===== src/sv/asfp_pkg.sv =====
// Shared types and constants of the ASCII sensor frame parser.
`timescale 1ns / 1ps

package asfp_pkg;

    localparam logic [7:0] CHAR_START   = 8'h61;  // 'a'
    localparam logic [7:0] CHAR_NEWLINE = 8'h0A;
    localparam logic [7:0] CHAR_COMMA   = 8'h2C;
    localparam logic [7:0] CHAR_NUL     = 8'h00;
    localparam logic [7:0] CHAR_ZERO    = 8'h30;
    localparam logic [7:0] CHAR_NINE    = 8'h39;
    localparam logic [7:0] CHAR_LOW_A   = 8'h61;
    localparam logic [7:0] CHAR_LOW_F   = 8'h66;
    localparam logic [7:0] CHAR_UP_A    = 8'h41;
    localparam logic [7:0] CHAR_UP_F    = 8'h46;

    localparam int VALUE_TOKENS = 9;
    localparam int FIFO_DEPTH   = 4;

    typedef logic [3:0] tok_cnt_t;

    localparam tok_cnt_t TOK_DIGITAL = 4'd5;
    localparam tok_cnt_t TOK_HEX     = 4'd6;
    localparam tok_cnt_t TOK_LAST    = 4'd9;
    localparam tok_cnt_t TOK_DONE    = 4'd10;

    localparam logic [9:0]  TEMP_SCALE  = 10'd825;
    localparam int          TEMP_SHIFT  = 10;
    localparam logic [16:0] TEMP_OFFSET = 17'd500;

    typedef logic [1:0] cmd_kind_t;

    localparam cmd_kind_t CMD_START = 2'd0;
    localparam cmd_kind_t CMD_CHAR  = 2'd1;
    localparam cmd_kind_t CMD_SEP   = 2'd2;
    localparam cmd_kind_t CMD_END   = 2'd3;

    typedef struct packed {
        cmd_kind_t  kind;
        logic       is_dec;
        logic       is_hex;
        logic [3:0] digit;
    } cmd_t;

endpackage


===== src/sv/asfp_byte_if.sv =====
// Byte channel: valid/ready handshake carrying one received byte.
`timescale 1ns / 1ps

interface asfp_byte_if;
    logic       valid;
    logic       ready;
    logic [7:0] rx_byte;

    modport source (output valid, output rx_byte, input ready);
    modport sink   (input valid, input rx_byte, output ready);
endinterface


===== src/sv/asfp_result_if.sv =====
// Result channel: valid/ready handshake carrying one decoded sensor frame.
`timescale 1ns / 1ps

interface asfp_result_if;
    logic               valid;
    logic               ready;
    logic [15:0]        angle;
    logic [15:0]        light;
    logic [15:0]        analog_one;
    logic [15:0]        analog_two;
    logic               button;
    logic               din_one;
    logic               din_two;
    logic               din_three;
    logic [31:0]        ir_code;
    logic [15:0]        touch_x;
    logic [15:0]        touch_y;
    logic signed [16:0] temp_tenths;

    modport source (output valid, input ready, output angle, output light,
                    output analog_one, output analog_two, output button,
                    output din_one, output din_two, output din_three,
                    output ir_code, output touch_x, output touch_y,
                    output temp_tenths);
    modport sink   (input valid, output ready, input angle, input light,
                    input analog_one, input analog_two, input button,
                    input din_one, input din_two, input din_three,
                    input ir_code, input touch_x, input touch_y,
                    input temp_tenths);
endinterface


===== src/sv/ascii_sensor_frame_parser.sv =====
// Top level of the ASCII sensor frame parser.
`timescale 1ns / 1ps

// Takes one received byte per transfer and sustains one byte per clock. A frame
// opens at 'a' and closes at newline; a frame that reaches MAX_FRAME stored bytes
// and receives another non-newline byte is dropped. The front end classifies each
// byte and hands a command to a four-entry queue; the back end pops one command a
// cycle unless a newline's command waits on an untaken result, counts comma tokens
// and accumulates decimal or hexadecimal values. The result appears in the cycle
// after the newline's command leaves the queue and is held in an output register.
// Input ready drops only when the queue is full, which happens when a newline's
// command waits behind an untaken result and the bytes after it fill the queue.

module ascii_sensor_frame_parser import asfp_pkg::*; #(
    parameter int MAX_FRAME = 50
) (
    input  logic clk,
    input  logic rst_n,
    asfp_byte_if.sink     rx,
    asfp_result_if.source res
);

    logic space, push, q_valid, pop;
    cmd_t push_cmd, q_cmd;

    asfp_front #(
        .MAX_FRAME (MAX_FRAME)
    ) u_front (
        .clk   (clk),
        .rst_n (rst_n),
        .rx    (rx),
        .space (space),
        .push  (push),
        .cmd   (push_cmd)
    );

    asfp_cmd_fifo u_fifo (
        .clk      (clk),
        .rst_n    (rst_n),
        .push     (push),
        .push_cmd (push_cmd),
        .space    (space),
        .q_valid  (q_valid),
        .q_cmd    (q_cmd),
        .pop      (pop)
    );

    asfp_back u_back (
        .clk     (clk),
        .rst_n   (rst_n),
        .q_valid (q_valid),
        .q_cmd   (q_cmd),
        .pop     (pop),
        .res     (res)
    );

endmodule


===== src/sv/asfp_front.sv =====
// Front end: frame delimiting, length limit and byte classification.
`timescale 1ns / 1ps

module asfp_front import asfp_pkg::*; #(
    parameter int MAX_FRAME = 50
) (
    input  logic  clk,
    input  logic  rst_n,
    asfp_byte_if.sink rx,
    input  logic  space,
    output logic  push,
    output cmd_t  cmd
);

    localparam int CNT_W = $clog2(MAX_FRAME + 1);
    localparam logic [CNT_W-1:0] MAX_CNT = CNT_W'(MAX_FRAME);

    logic             in_frame_reg, in_frame_next;
    logic             text_ended_reg, text_ended_next;
    logic [CNT_W-1:0] byte_count_reg, byte_count_next;
    logic             take;
    logic [7:0]       c;
    logic             is_dec, is_low, is_up;

    assign rx.ready = space;
    assign take     = rx.valid && rx.ready;
    assign c        = rx.rx_byte;

    assign is_dec = (c >= CHAR_ZERO) && (c <= CHAR_NINE);
    assign is_low = (c >= CHAR_LOW_A) && (c <= CHAR_LOW_F);
    assign is_up  = (c >= CHAR_UP_A) && (c <= CHAR_UP_F);

    always_comb
    begin
        in_frame_next   = in_frame_reg;
        text_ended_next = text_ended_reg;
        byte_count_next = byte_count_reg;
        push            = 1'b0;
        cmd.kind        = CMD_CHAR;
        cmd.is_dec      = is_dec;
        cmd.is_hex      = is_dec || is_low || is_up;
        cmd.digit       = is_dec ? c[3:0] : 4'(c[3:0] + 4'd9);
        if (take)
        begin
            priority if (!in_frame_reg)
            begin
                if (c == CHAR_START)
                begin
                    in_frame_next   = 1'b1;
                    text_ended_next = 1'b0;
                    byte_count_next = CNT_W'(1);
                    push            = 1'b1;
                    cmd.kind        = CMD_START;
                end
            end
            else if (c == CHAR_NEWLINE)
            begin
                in_frame_next = 1'b0;
                push          = 1'b1;
                cmd.kind      = CMD_END;
            end
            else if (byte_count_reg >= MAX_CNT)
            begin
                in_frame_next = 1'b0;
            end
            else
            begin
                byte_count_next = byte_count_reg + CNT_W'(1);
                if (!text_ended_reg)
                begin
                    push = 1'b1;
                    if (c == CHAR_NUL)
                    begin
                        text_ended_next = 1'b1;
                        cmd.kind        = CMD_SEP;
                    end
                    else if (c == CHAR_COMMA)
                    begin
                        cmd.kind = CMD_SEP;
                    end
                end
            end
        end
    end

    always_ff @(posedge clk or negedge rst_n)
    begin
        if (!rst_n)
        begin
            in_frame_reg   <= 1'b0;
            text_ended_reg <= 1'b0;
            byte_count_reg <= '0;
        end
        else
        begin
            in_frame_reg   <= in_frame_next;
            text_ended_reg <= text_ended_next;
            byte_count_reg <= byte_count_next;
        end
    end

    a_count_bound: assert property (@(posedge clk) disable iff (!rst_n)
        byte_count_reg <= MAX_CNT)
        else $error("frame byte count beyond limit");

    a_drop_no_push: assert property (@(posedge clk) disable iff (!rst_n)
        (take && in_frame_reg && c != CHAR_NEWLINE && byte_count_reg >= MAX_CNT) |-> !push)
        else $error("overlong byte forwarded");

endmodule


===== src/sv/asfp_cmd_fifo.sv =====
// Command queue between the front end and the token back end.
`timescale 1ns / 1ps

module asfp_cmd_fifo import asfp_pkg::*; (
    input  logic clk,
    input  logic rst_n,
    input  logic push,
    input  cmd_t push_cmd,
    output logic space,
    output logic q_valid,
    output cmd_t q_cmd,
    input  logic pop
);

    localparam int PTR_W = $clog2(FIFO_DEPTH);
    localparam int CNT_W = $clog2(FIFO_DEPTH + 1);
    localparam logic [CNT_W-1:0] FULL_CNT = CNT_W'(FIFO_DEPTH);

    cmd_t             entry_reg [FIFO_DEPTH];
    logic [PTR_W-1:0] wr_ptr_reg, rd_ptr_reg;
    logic [CNT_W-1:0] count_reg;
    logic             do_push, do_pop;

    assign space   = (count_reg != FULL_CNT);
    assign q_valid = (count_reg != '0);
    assign q_cmd   = entry_reg[rd_ptr_reg];
    assign do_push = push && space;
    assign do_pop  = pop && q_valid;

    always_ff @(posedge clk)
    begin
        if (do_push)
        begin
            entry_reg[wr_ptr_reg] <= push_cmd;
        end
    end

    always_ff @(posedge clk or negedge rst_n)
    begin
        if (!rst_n)
        begin
            wr_ptr_reg <= '0;
            rd_ptr_reg <= '0;
            count_reg  <= '0;
        end
        else
        begin
            if (do_push)
            begin
                wr_ptr_reg <= PTR_W'(wr_ptr_reg + PTR_W'(1));
            end
            if (do_pop)
            begin
                rd_ptr_reg <= PTR_W'(rd_ptr_reg + PTR_W'(1));
            end
            if (do_push && !do_pop)
            begin
                count_reg <= count_reg + CNT_W'(1);
            end
            else if (do_pop && !do_push)
            begin
                count_reg <= count_reg - CNT_W'(1);
            end
        end
    end

    a_no_overflow: assert property (@(posedge clk) disable iff (!rst_n)
        push |-> space)
        else $error("push into full command queue");

    a_count_bound: assert property (@(posedge clk) disable iff (!rst_n)
        count_reg <= FULL_CNT)
        else $error("command queue count out of range");

    a_ptr_track: assert property (@(posedge clk) disable iff (!rst_n)
        (count_reg == '0 || count_reg == FULL_CNT) |-> (wr_ptr_reg == rd_ptr_reg))
        else $error("queue pointers disagree with count");

endmodule


===== src/sv/asfp_back.sv =====
// Back end: token counting, number accumulation and result register.
`timescale 1ns / 1ps

module asfp_back import asfp_pkg::*; (
    input  logic clk,
    input  logic rst_n,
    input  logic q_valid,
    input  cmd_t q_cmd,
    output logic pop,
    asfp_result_if.source res
);

    localparam int SLOT_W = $clog2(VALUE_TOKENS);

    tok_cnt_t    tok_num_reg, tok_num_next;
    logic        nonempty_reg, nonempty_next;
    logic        ended_reg, ended_next;
    logic [31:0] acc_reg, acc_next;
    logic [31:0] value_reg [VALUE_TOKENS];
    logic        out_valid_reg;

    logic        closing, counted, write_slot, load;
    tok_cnt_t    tok_after;
    logic [SLOT_W-1:0] slot;
    logic        in_range, use_hex, dig_ok;
    logic [35:0] mul_dec, mul_hex, sum;
    logic [31:0] v8;
    logic [15:0] raw;
    logic [25:0] prod;
    logic [16:0] scaled;

    function automatic logic [15:0] sat16(input logic [31:0] v);
        return (v[31:16] != 16'd0) ? 16'hFFFF : v[15:0];
    endfunction

    assign pop = q_valid && ((q_cmd.kind != CMD_END) || !out_valid_reg || res.ready);

    assign closing    = pop && ((q_cmd.kind == CMD_SEP) || (q_cmd.kind == CMD_END));
    assign counted    = nonempty_reg && (tok_num_reg < TOK_DONE);
    assign tok_after  = counted ? tok_num_reg + tok_cnt_t'(1) : tok_num_reg;
    assign write_slot = closing && counted && (tok_num_reg != '0);
    assign slot       = SLOT_W'(tok_num_reg - tok_cnt_t'(1));
    assign load       = pop && (q_cmd.kind == CMD_END) && (tok_after == TOK_DONE);

    assign in_range = (tok_num_reg != '0) && (tok_num_reg <= TOK_LAST);
    assign use_hex  = (tok_num_reg == TOK_HEX);
    assign dig_ok   = use_hex ? q_cmd.is_hex : q_cmd.is_dec;
    assign mul_dec  = {1'b0, acc_reg, 3'b000} + {3'b000, acc_reg, 1'b0}
                      + {32'd0, q_cmd.digit};
    assign mul_hex  = {acc_reg, q_cmd.digit};
    assign sum      = use_hex ? mul_hex : mul_dec;

    always_comb
    begin
        tok_num_next  = tok_num_reg;
        nonempty_next = nonempty_reg;
        ended_next    = ended_reg;
        acc_next      = acc_reg;
        if (pop)
        begin
            unique case (q_cmd.kind)
                CMD_START:
                begin
                    tok_num_next  = '0;
                    nonempty_next = 1'b1;
                    ended_next    = 1'b0;
                    acc_next      = '0;
                end
                CMD_CHAR:
                begin
                    nonempty_next = 1'b1;
                    if (in_range && !ended_reg)
                    begin
                        if (!dig_ok)
                        begin
                            ended_next = 1'b1;
                        end
                        else
                        begin
                            acc_next = (sum[35:32] != 4'd0) ? 32'hFFFF_FFFF : sum[31:0];
                        end
                    end
                end
                CMD_SEP, CMD_END:
                begin
                    tok_num_next  = tok_after;
                    nonempty_next = 1'b0;
                    ended_next    = 1'b0;
                    acc_next      = '0;
                end
                default:
                begin
                    tok_num_next = tok_num_reg;
                end
            endcase
        end
    end

    // The ninth value is the only slot that can still be open at end of frame.
    assign v8     = write_slot ? acc_reg : value_reg[VALUE_TOKENS-1];
    assign raw    = sat16(v8);
    assign prod   = 26'(raw) * 26'(TEMP_SCALE);
    assign scaled = 17'(prod >> TEMP_SHIFT);

    always_ff @(posedge clk)
    begin
        if (write_slot)
        begin
            value_reg[slot] <= acc_reg;
        end
        if (load)
        begin
            res.angle       <= sat16(value_reg[0]);
            res.light       <= sat16(value_reg[1]);
            res.analog_one  <= sat16(value_reg[2]);
            res.analog_two  <= sat16(value_reg[3]);
            res.button      <= value_reg[TOK_DIGITAL-1][3];
            res.din_one     <= value_reg[TOK_DIGITAL-1][0];
            res.din_two     <= value_reg[TOK_DIGITAL-1][1];
            res.din_three   <= value_reg[TOK_DIGITAL-1][2];
            res.ir_code     <= value_reg[TOK_HEX-1];
            res.touch_x     <= sat16(value_reg[6]);
            res.touch_y     <= sat16(value_reg[7]);
            res.temp_tenths <= signed'(scaled - TEMP_OFFSET);
        end
    end

    always_ff @(posedge clk or negedge rst_n)
    begin
        if (!rst_n)
        begin
            tok_num_reg   <= '0;
            nonempty_reg  <= 1'b0;
            ended_reg     <= 1'b0;
            acc_reg       <= '0;
            out_valid_reg <= 1'b0;
        end
        else
        begin
            tok_num_reg  <= tok_num_next;
            nonempty_reg <= nonempty_next;
            ended_reg    <= ended_next;
            acc_reg      <= acc_next;
            if (load)
            begin
                out_valid_reg <= 1'b1;
            end
            else if (res.ready)
            begin
                out_valid_reg <= 1'b0;
            end
        end
    end

    assign res.valid = out_valid_reg;

    a_tok_bound: assert property (@(posedge clk) disable iff (!rst_n)
        tok_num_reg <= TOK_DONE)
        else $error("token count beyond saturation");

    a_no_overwrite: assert property (@(posedge clk) disable iff (!rst_n)
        (load && out_valid_reg) |-> res.ready)
        else $error("result overwritten before transfer");

endmodule


===== src/flat_wrapper.sv =====
// flat-port wrapper written by rule: the top's interface ports become plain ports
module ascii_sensor_frame_parser_flat import asfp_pkg::*;
#(
    parameter int MAX_FRAME = 50
)
  (clk, rst_n, rx_valid, rx_rx_byte, rx_ready, res_valid, res_ready, res_angle, res_light, res_analog_one, res_analog_two, res_button, res_din_one, res_din_two, res_din_three, res_ir_code, res_touch_x, res_touch_y, res_temp_tenths);
  asfp_byte_if rx_i ();
  asfp_result_if res_i ();
  input  logic clk;
  input  logic rst_n;
  input wire logic [$bits(rx_i.valid)-1:0] rx_valid;
  input wire logic [$bits(rx_i.rx_byte)-1:0] rx_rx_byte;
  output wire logic [$bits(rx_i.ready)-1:0] rx_ready;
  output wire logic [$bits(res_i.valid)-1:0] res_valid;
  input wire logic [$bits(res_i.ready)-1:0] res_ready;
  output wire logic [$bits(res_i.angle)-1:0] res_angle;
  output wire logic [$bits(res_i.light)-1:0] res_light;
  output wire logic [$bits(res_i.analog_one)-1:0] res_analog_one;
  output wire logic [$bits(res_i.analog_two)-1:0] res_analog_two;
  output wire logic [$bits(res_i.button)-1:0] res_button;
  output wire logic [$bits(res_i.din_one)-1:0] res_din_one;
  output wire logic [$bits(res_i.din_two)-1:0] res_din_two;
  output wire logic [$bits(res_i.din_three)-1:0] res_din_three;
  output wire logic [$bits(res_i.ir_code)-1:0] res_ir_code;
  output wire logic [$bits(res_i.touch_x)-1:0] res_touch_x;
  output wire logic [$bits(res_i.touch_y)-1:0] res_touch_y;
  output wire logic [$bits(res_i.temp_tenths)-1:0] res_temp_tenths;
  assign rx_i.valid = rx_valid;
  assign rx_i.rx_byte = rx_rx_byte;
  assign rx_ready = rx_i.ready;
  assign res_valid = res_i.valid;
  assign res_i.ready = res_ready;
  assign res_angle = res_i.angle;
  assign res_light = res_i.light;
  assign res_analog_one = res_i.analog_one;
  assign res_analog_two = res_i.analog_two;
  assign res_button = res_i.button;
  assign res_din_one = res_i.din_one;
  assign res_din_two = res_i.din_two;
  assign res_din_three = res_i.din_three;
  assign res_ir_code = res_i.ir_code;
  assign res_touch_x = res_i.touch_x;
  assign res_touch_y = res_i.touch_y;
  assign res_temp_tenths = res_i.temp_tenths;
  ascii_sensor_frame_parser #(.MAX_FRAME(MAX_FRAME)) u_core (.clk(clk), .rst_n(rst_n), .rx(rx_i), .res(res_i));
endmodule

===== config.mk =====
export PLATFORM = sky130hd
export DESIGN_NAME = ascii_sensor_frame_parser_flat
export DESIGN_NICKNAME = d
export VERILOG_FILES = /design/src/sv/asfp_pkg.sv /design/src/sv/asfp_byte_if.sv /design/src/sv/asfp_result_if.sv /design/src/sv/ascii_sensor_frame_parser.sv /design/src/sv/asfp_front.sv /design/src/sv/asfp_cmd_fifo.sv /design/src/sv/asfp_back.sv /design/src/flat_wrapper.sv
export SDC_FILE = /design/constraint.sdc
export NUM_CORES = 1
export LEC_CHECK = 0
export BUFFER_PORTS_ARGS = -buffer_cell sky130_fd_sc_hd__buf_2
export CORE_MARGIN = 4
export CORE_UTILIZATION = 45
export CTS_CLUSTER_SIZE = 25
export DETAILED_ROUTE_END_ITERATION = 10
export SYNTH_ARGS = -nofsm -noshare
export SYNTH_HDL_FRONTEND = slang
export SYNTH_SLANG_ARGS = --single-unit

===== constraint.sdc =====
create_clock -name clk -period 11.4 [get_ports clk]
set_input_delay 0.57 -clock clk [delete_from_list [all_inputs] [get_ports clk]]
set_output_delay 0.57 -clock clk [all_outputs]
set_load 0.01 [all_outputs]

==> impl_metrics.yaml <==
status:
  status: "complete, no violations"
critical_path:
  r2r-start: "u_core.u_fifo.rd_ptr_reg[0]"
  path_delay_family: "adder cells"
  path_class: "flop to flop"
  critPathLaunchType: "flop"
  cpMaxStageDelayCell: "dfrtp_1"
  endpoint_kind: "flop"
  rrSetupSlack_ns: 2.57
  crit_top_cell: "fa_1"
  r2r_cells: 25
  required_ns: 11.73
  cp.arrival_ns: 9.16
  slowest_delay_ns: 0.68
  crit_path_max_fanout: 27
  r2r_end: "u_core.u_back.res.temp_tenths[15]"
  path_buf_inv: 2
routing:
  via_per_inst: 5.37
  routedWlPerCell_um: 20.5
  route.antenna.remaining_nets: 0
  dr.pass1.iters: 5
  dr.first_iter.drc_count: 833
  vias: 13500
  wirelength_um: 51600
  drcViolationCount: 0
sta:
  worst_slew_pin_slew_ns: 1.11
  tns_ns: 0
  hold_viol_final: 0
  setup_viol: 0
  min_period_over_period_pct: 77.4
  drv_slew: 0
  skew_ns: 0.0332
  maxSlewHeadroom_pct: 25.7
  max_freq_mhz: 113
  rsz0062_at_grt: "false"
  fin_crit_ns: 8.83
layout:
  nNetsFinal: 2036
  finalNonFillerCells: 2521
  multi_input_area_sq_mm: 0.00814
  regArea_sq_mm: 0.0146
  largest_reg_flops: 260
  antenna_cells: 0
  layout_common_cells: "edfxtp_1 (441), ha_1 (164), buf_2 (162), nand2_1 (105), or2_2 (101)"
  layout_commonest_cell: "edfxtp_1"
  area_delta_synth_final_pct: 14.5
  nFillCells: 4192
  drive_above_1_share_pct: 21.0
placement:
  gp_congestion: 0.889
  io_buffers: 162
  place_hpwl_um: 34500
  dp_cells: 2434
global_route:
  antenna_found_initial: 1
  first_global_vias: 13300
  grt.total_usage_pct: 18.2
  grt_max_degree: 79
  grt-ovfl-total: 0
  grt_pass1_wl_um: 78900
synthesis:
  synth-main-ff-cell: "edfxtp_1"
  syn_avg_cell_area_sq_um: 14.4
  syn_area_sq_mm: 0.0232
  synth_edf_count: 441
  synthCells: 1616
  syn_nets: 1840
  yosysUniqueCellTypes: 74
  synthArstFlopShare_pct: 10.9
  synth_seq_cells: 495
  synth_seq_area_share_pct: 62.9
  synth_warnings: 0
cts:
  post_cts_resized: 0
  insertion_delay_ns: 0.61
  cts_buffers: 48
  root_buffer: "clkbuf_16"
  post_cts_buffers: 0
  clockBufferDepth: 3
  clock-sinks: 495
  postCtsHoldBufs: 0
  path_clk_slew_ns: 0.06
  cts_tree: "done"
  cts-htree-levels: 2
floorplan:
  dieWidth_um: 235
  rows: 82
  core_sq_mm: 0.0506
  start_util_pct: 45.9
  dieHeight_um: 235
  ios: 163
  die-area_sq_mm: 0.0553
worst_hold_path:
  hold_path_class: "input pin to async pin"
run:
  max_cap_violations: 0
[cell families after synthesis]
group,after synthesis,synth area share (%)
muxes,37,2.13
buffers and inverters,127,2.13
AOI/OAI and AO/OA,272,8.08
DFF,495,62.9
and+or+nand+nor,410,9.41
xor gates and xnor gates,63,2.38
adders and majority gates,212,13.0
[stage by stage]
step           setup WS, ns  util, %  instance area [sq um]  hold slack [ns]
4_1_cts                2.57     52.5                  26600            0.123
3_3_place_gp           2.78     49.2                  24900            0.402
3_5_place_dp           2.59     49.2                  24900            0.405
2_1_floorplan          3.60        -                  23200            0.274
5_1_grt                1.92     52.5                  26600            0.162
6_report               2.57     52.5                  26600           0.0988
[routing by layer]
layer,share of wire (%),up-vias,global-route usage (%)
met5,0,-,0
met4,1.9,0,4.14
met3,5.2,68,3.20
met2,46,378,28.9
met1,47,6679,26.5
li1,-,6419,-
[cell type report]
cell class | instances | share of cell area, %
clock buffer | 60 | 4.69
clock inverter | 27 | 1.59
inverter | 82 | 1.16
tap | 672 | 3.16
multi-input combinational | 994 | 30.6
timing repair buffer | 191 | 3.87
sequential | 495 | 54.9
[synth_stat cells, types with 3 or more instances]
master	instances	area (sq um)
mux4_2	9	203
dfrtp_1	54	1350
o211ai_1	6	45.0
and4_1	6	52.6
nor4_1	33	206
xor2_1	34	298
inv_1	82	308
and3_1	14	87.6
a31oi_1	19	119
nand2b_1	11	68.8
o2111a_1	4	45.0
nor2_1	49	184
nand4_1	17	106
a32oi_1	8	70.1
o21bai_1	6	45.0
edfxtp_1	441	13200
xnor2_1	29	254
a211o_1	3	26.3
nor2b_1	9	56.3
mux2i_1	24	240
o21ai_1	6	30.0
nor3_1	14	70.1
and2_1	16	100
o21a_1	11	82.6
a21o_1	62	465
or2_2	101	632
a2111oi_0	3	26.3
nand2_1	105	394
o31ai_1	8	60.1
nand3_1	15	75.1
or3_1	6	37.5
nor3b_1	3	22.5
o2111ai_1	3	26.3
ha_1	164	2050
clkbuf_1	40	150
fa_1	48	961
a21oi_1	62	310
nand3b_1	3	22.5
a41oi_1	6	52.6
o21ai_0	31	155
a211oi_1	6	45.0
[how the worst max path moves through the flow]
stage / startpoint / endpoint / slack, ns / cells past startpoint
after floorplan: u_core.u_back.tok_num_reg[0] / u_core.u_back.res.temp_tenths[10] / 3.60 / 30
after global placement: u_core.u_fifo.rd_ptr_reg[0] / u_core.u_back.res.temp_tenths[10] / 2.78 / 26
after detailed placement: u_core.u_fifo.rd_ptr_reg[0] / u_core.u_back.res.temp_tenths[10] / 2.59 / 25
after CTS: u_core.u_fifo.rd_ptr_reg[0] / u_core.u_back.res.temp_tenths[10] / 2.57 / 25
after global routing: u_core.u_fifo.rd_ptr_reg[0] / u_core.u_back.res.temp_tenths[10] / 1.92 / 25
final: u_core.u_fifo.rd_ptr_reg[0] / u_core.u_back.res.temp_tenths[15] / 2.57 / 25
Power is not shown: default switching activity piles up to over one toggle a cycle in this logic, so the estimate is an artifact.
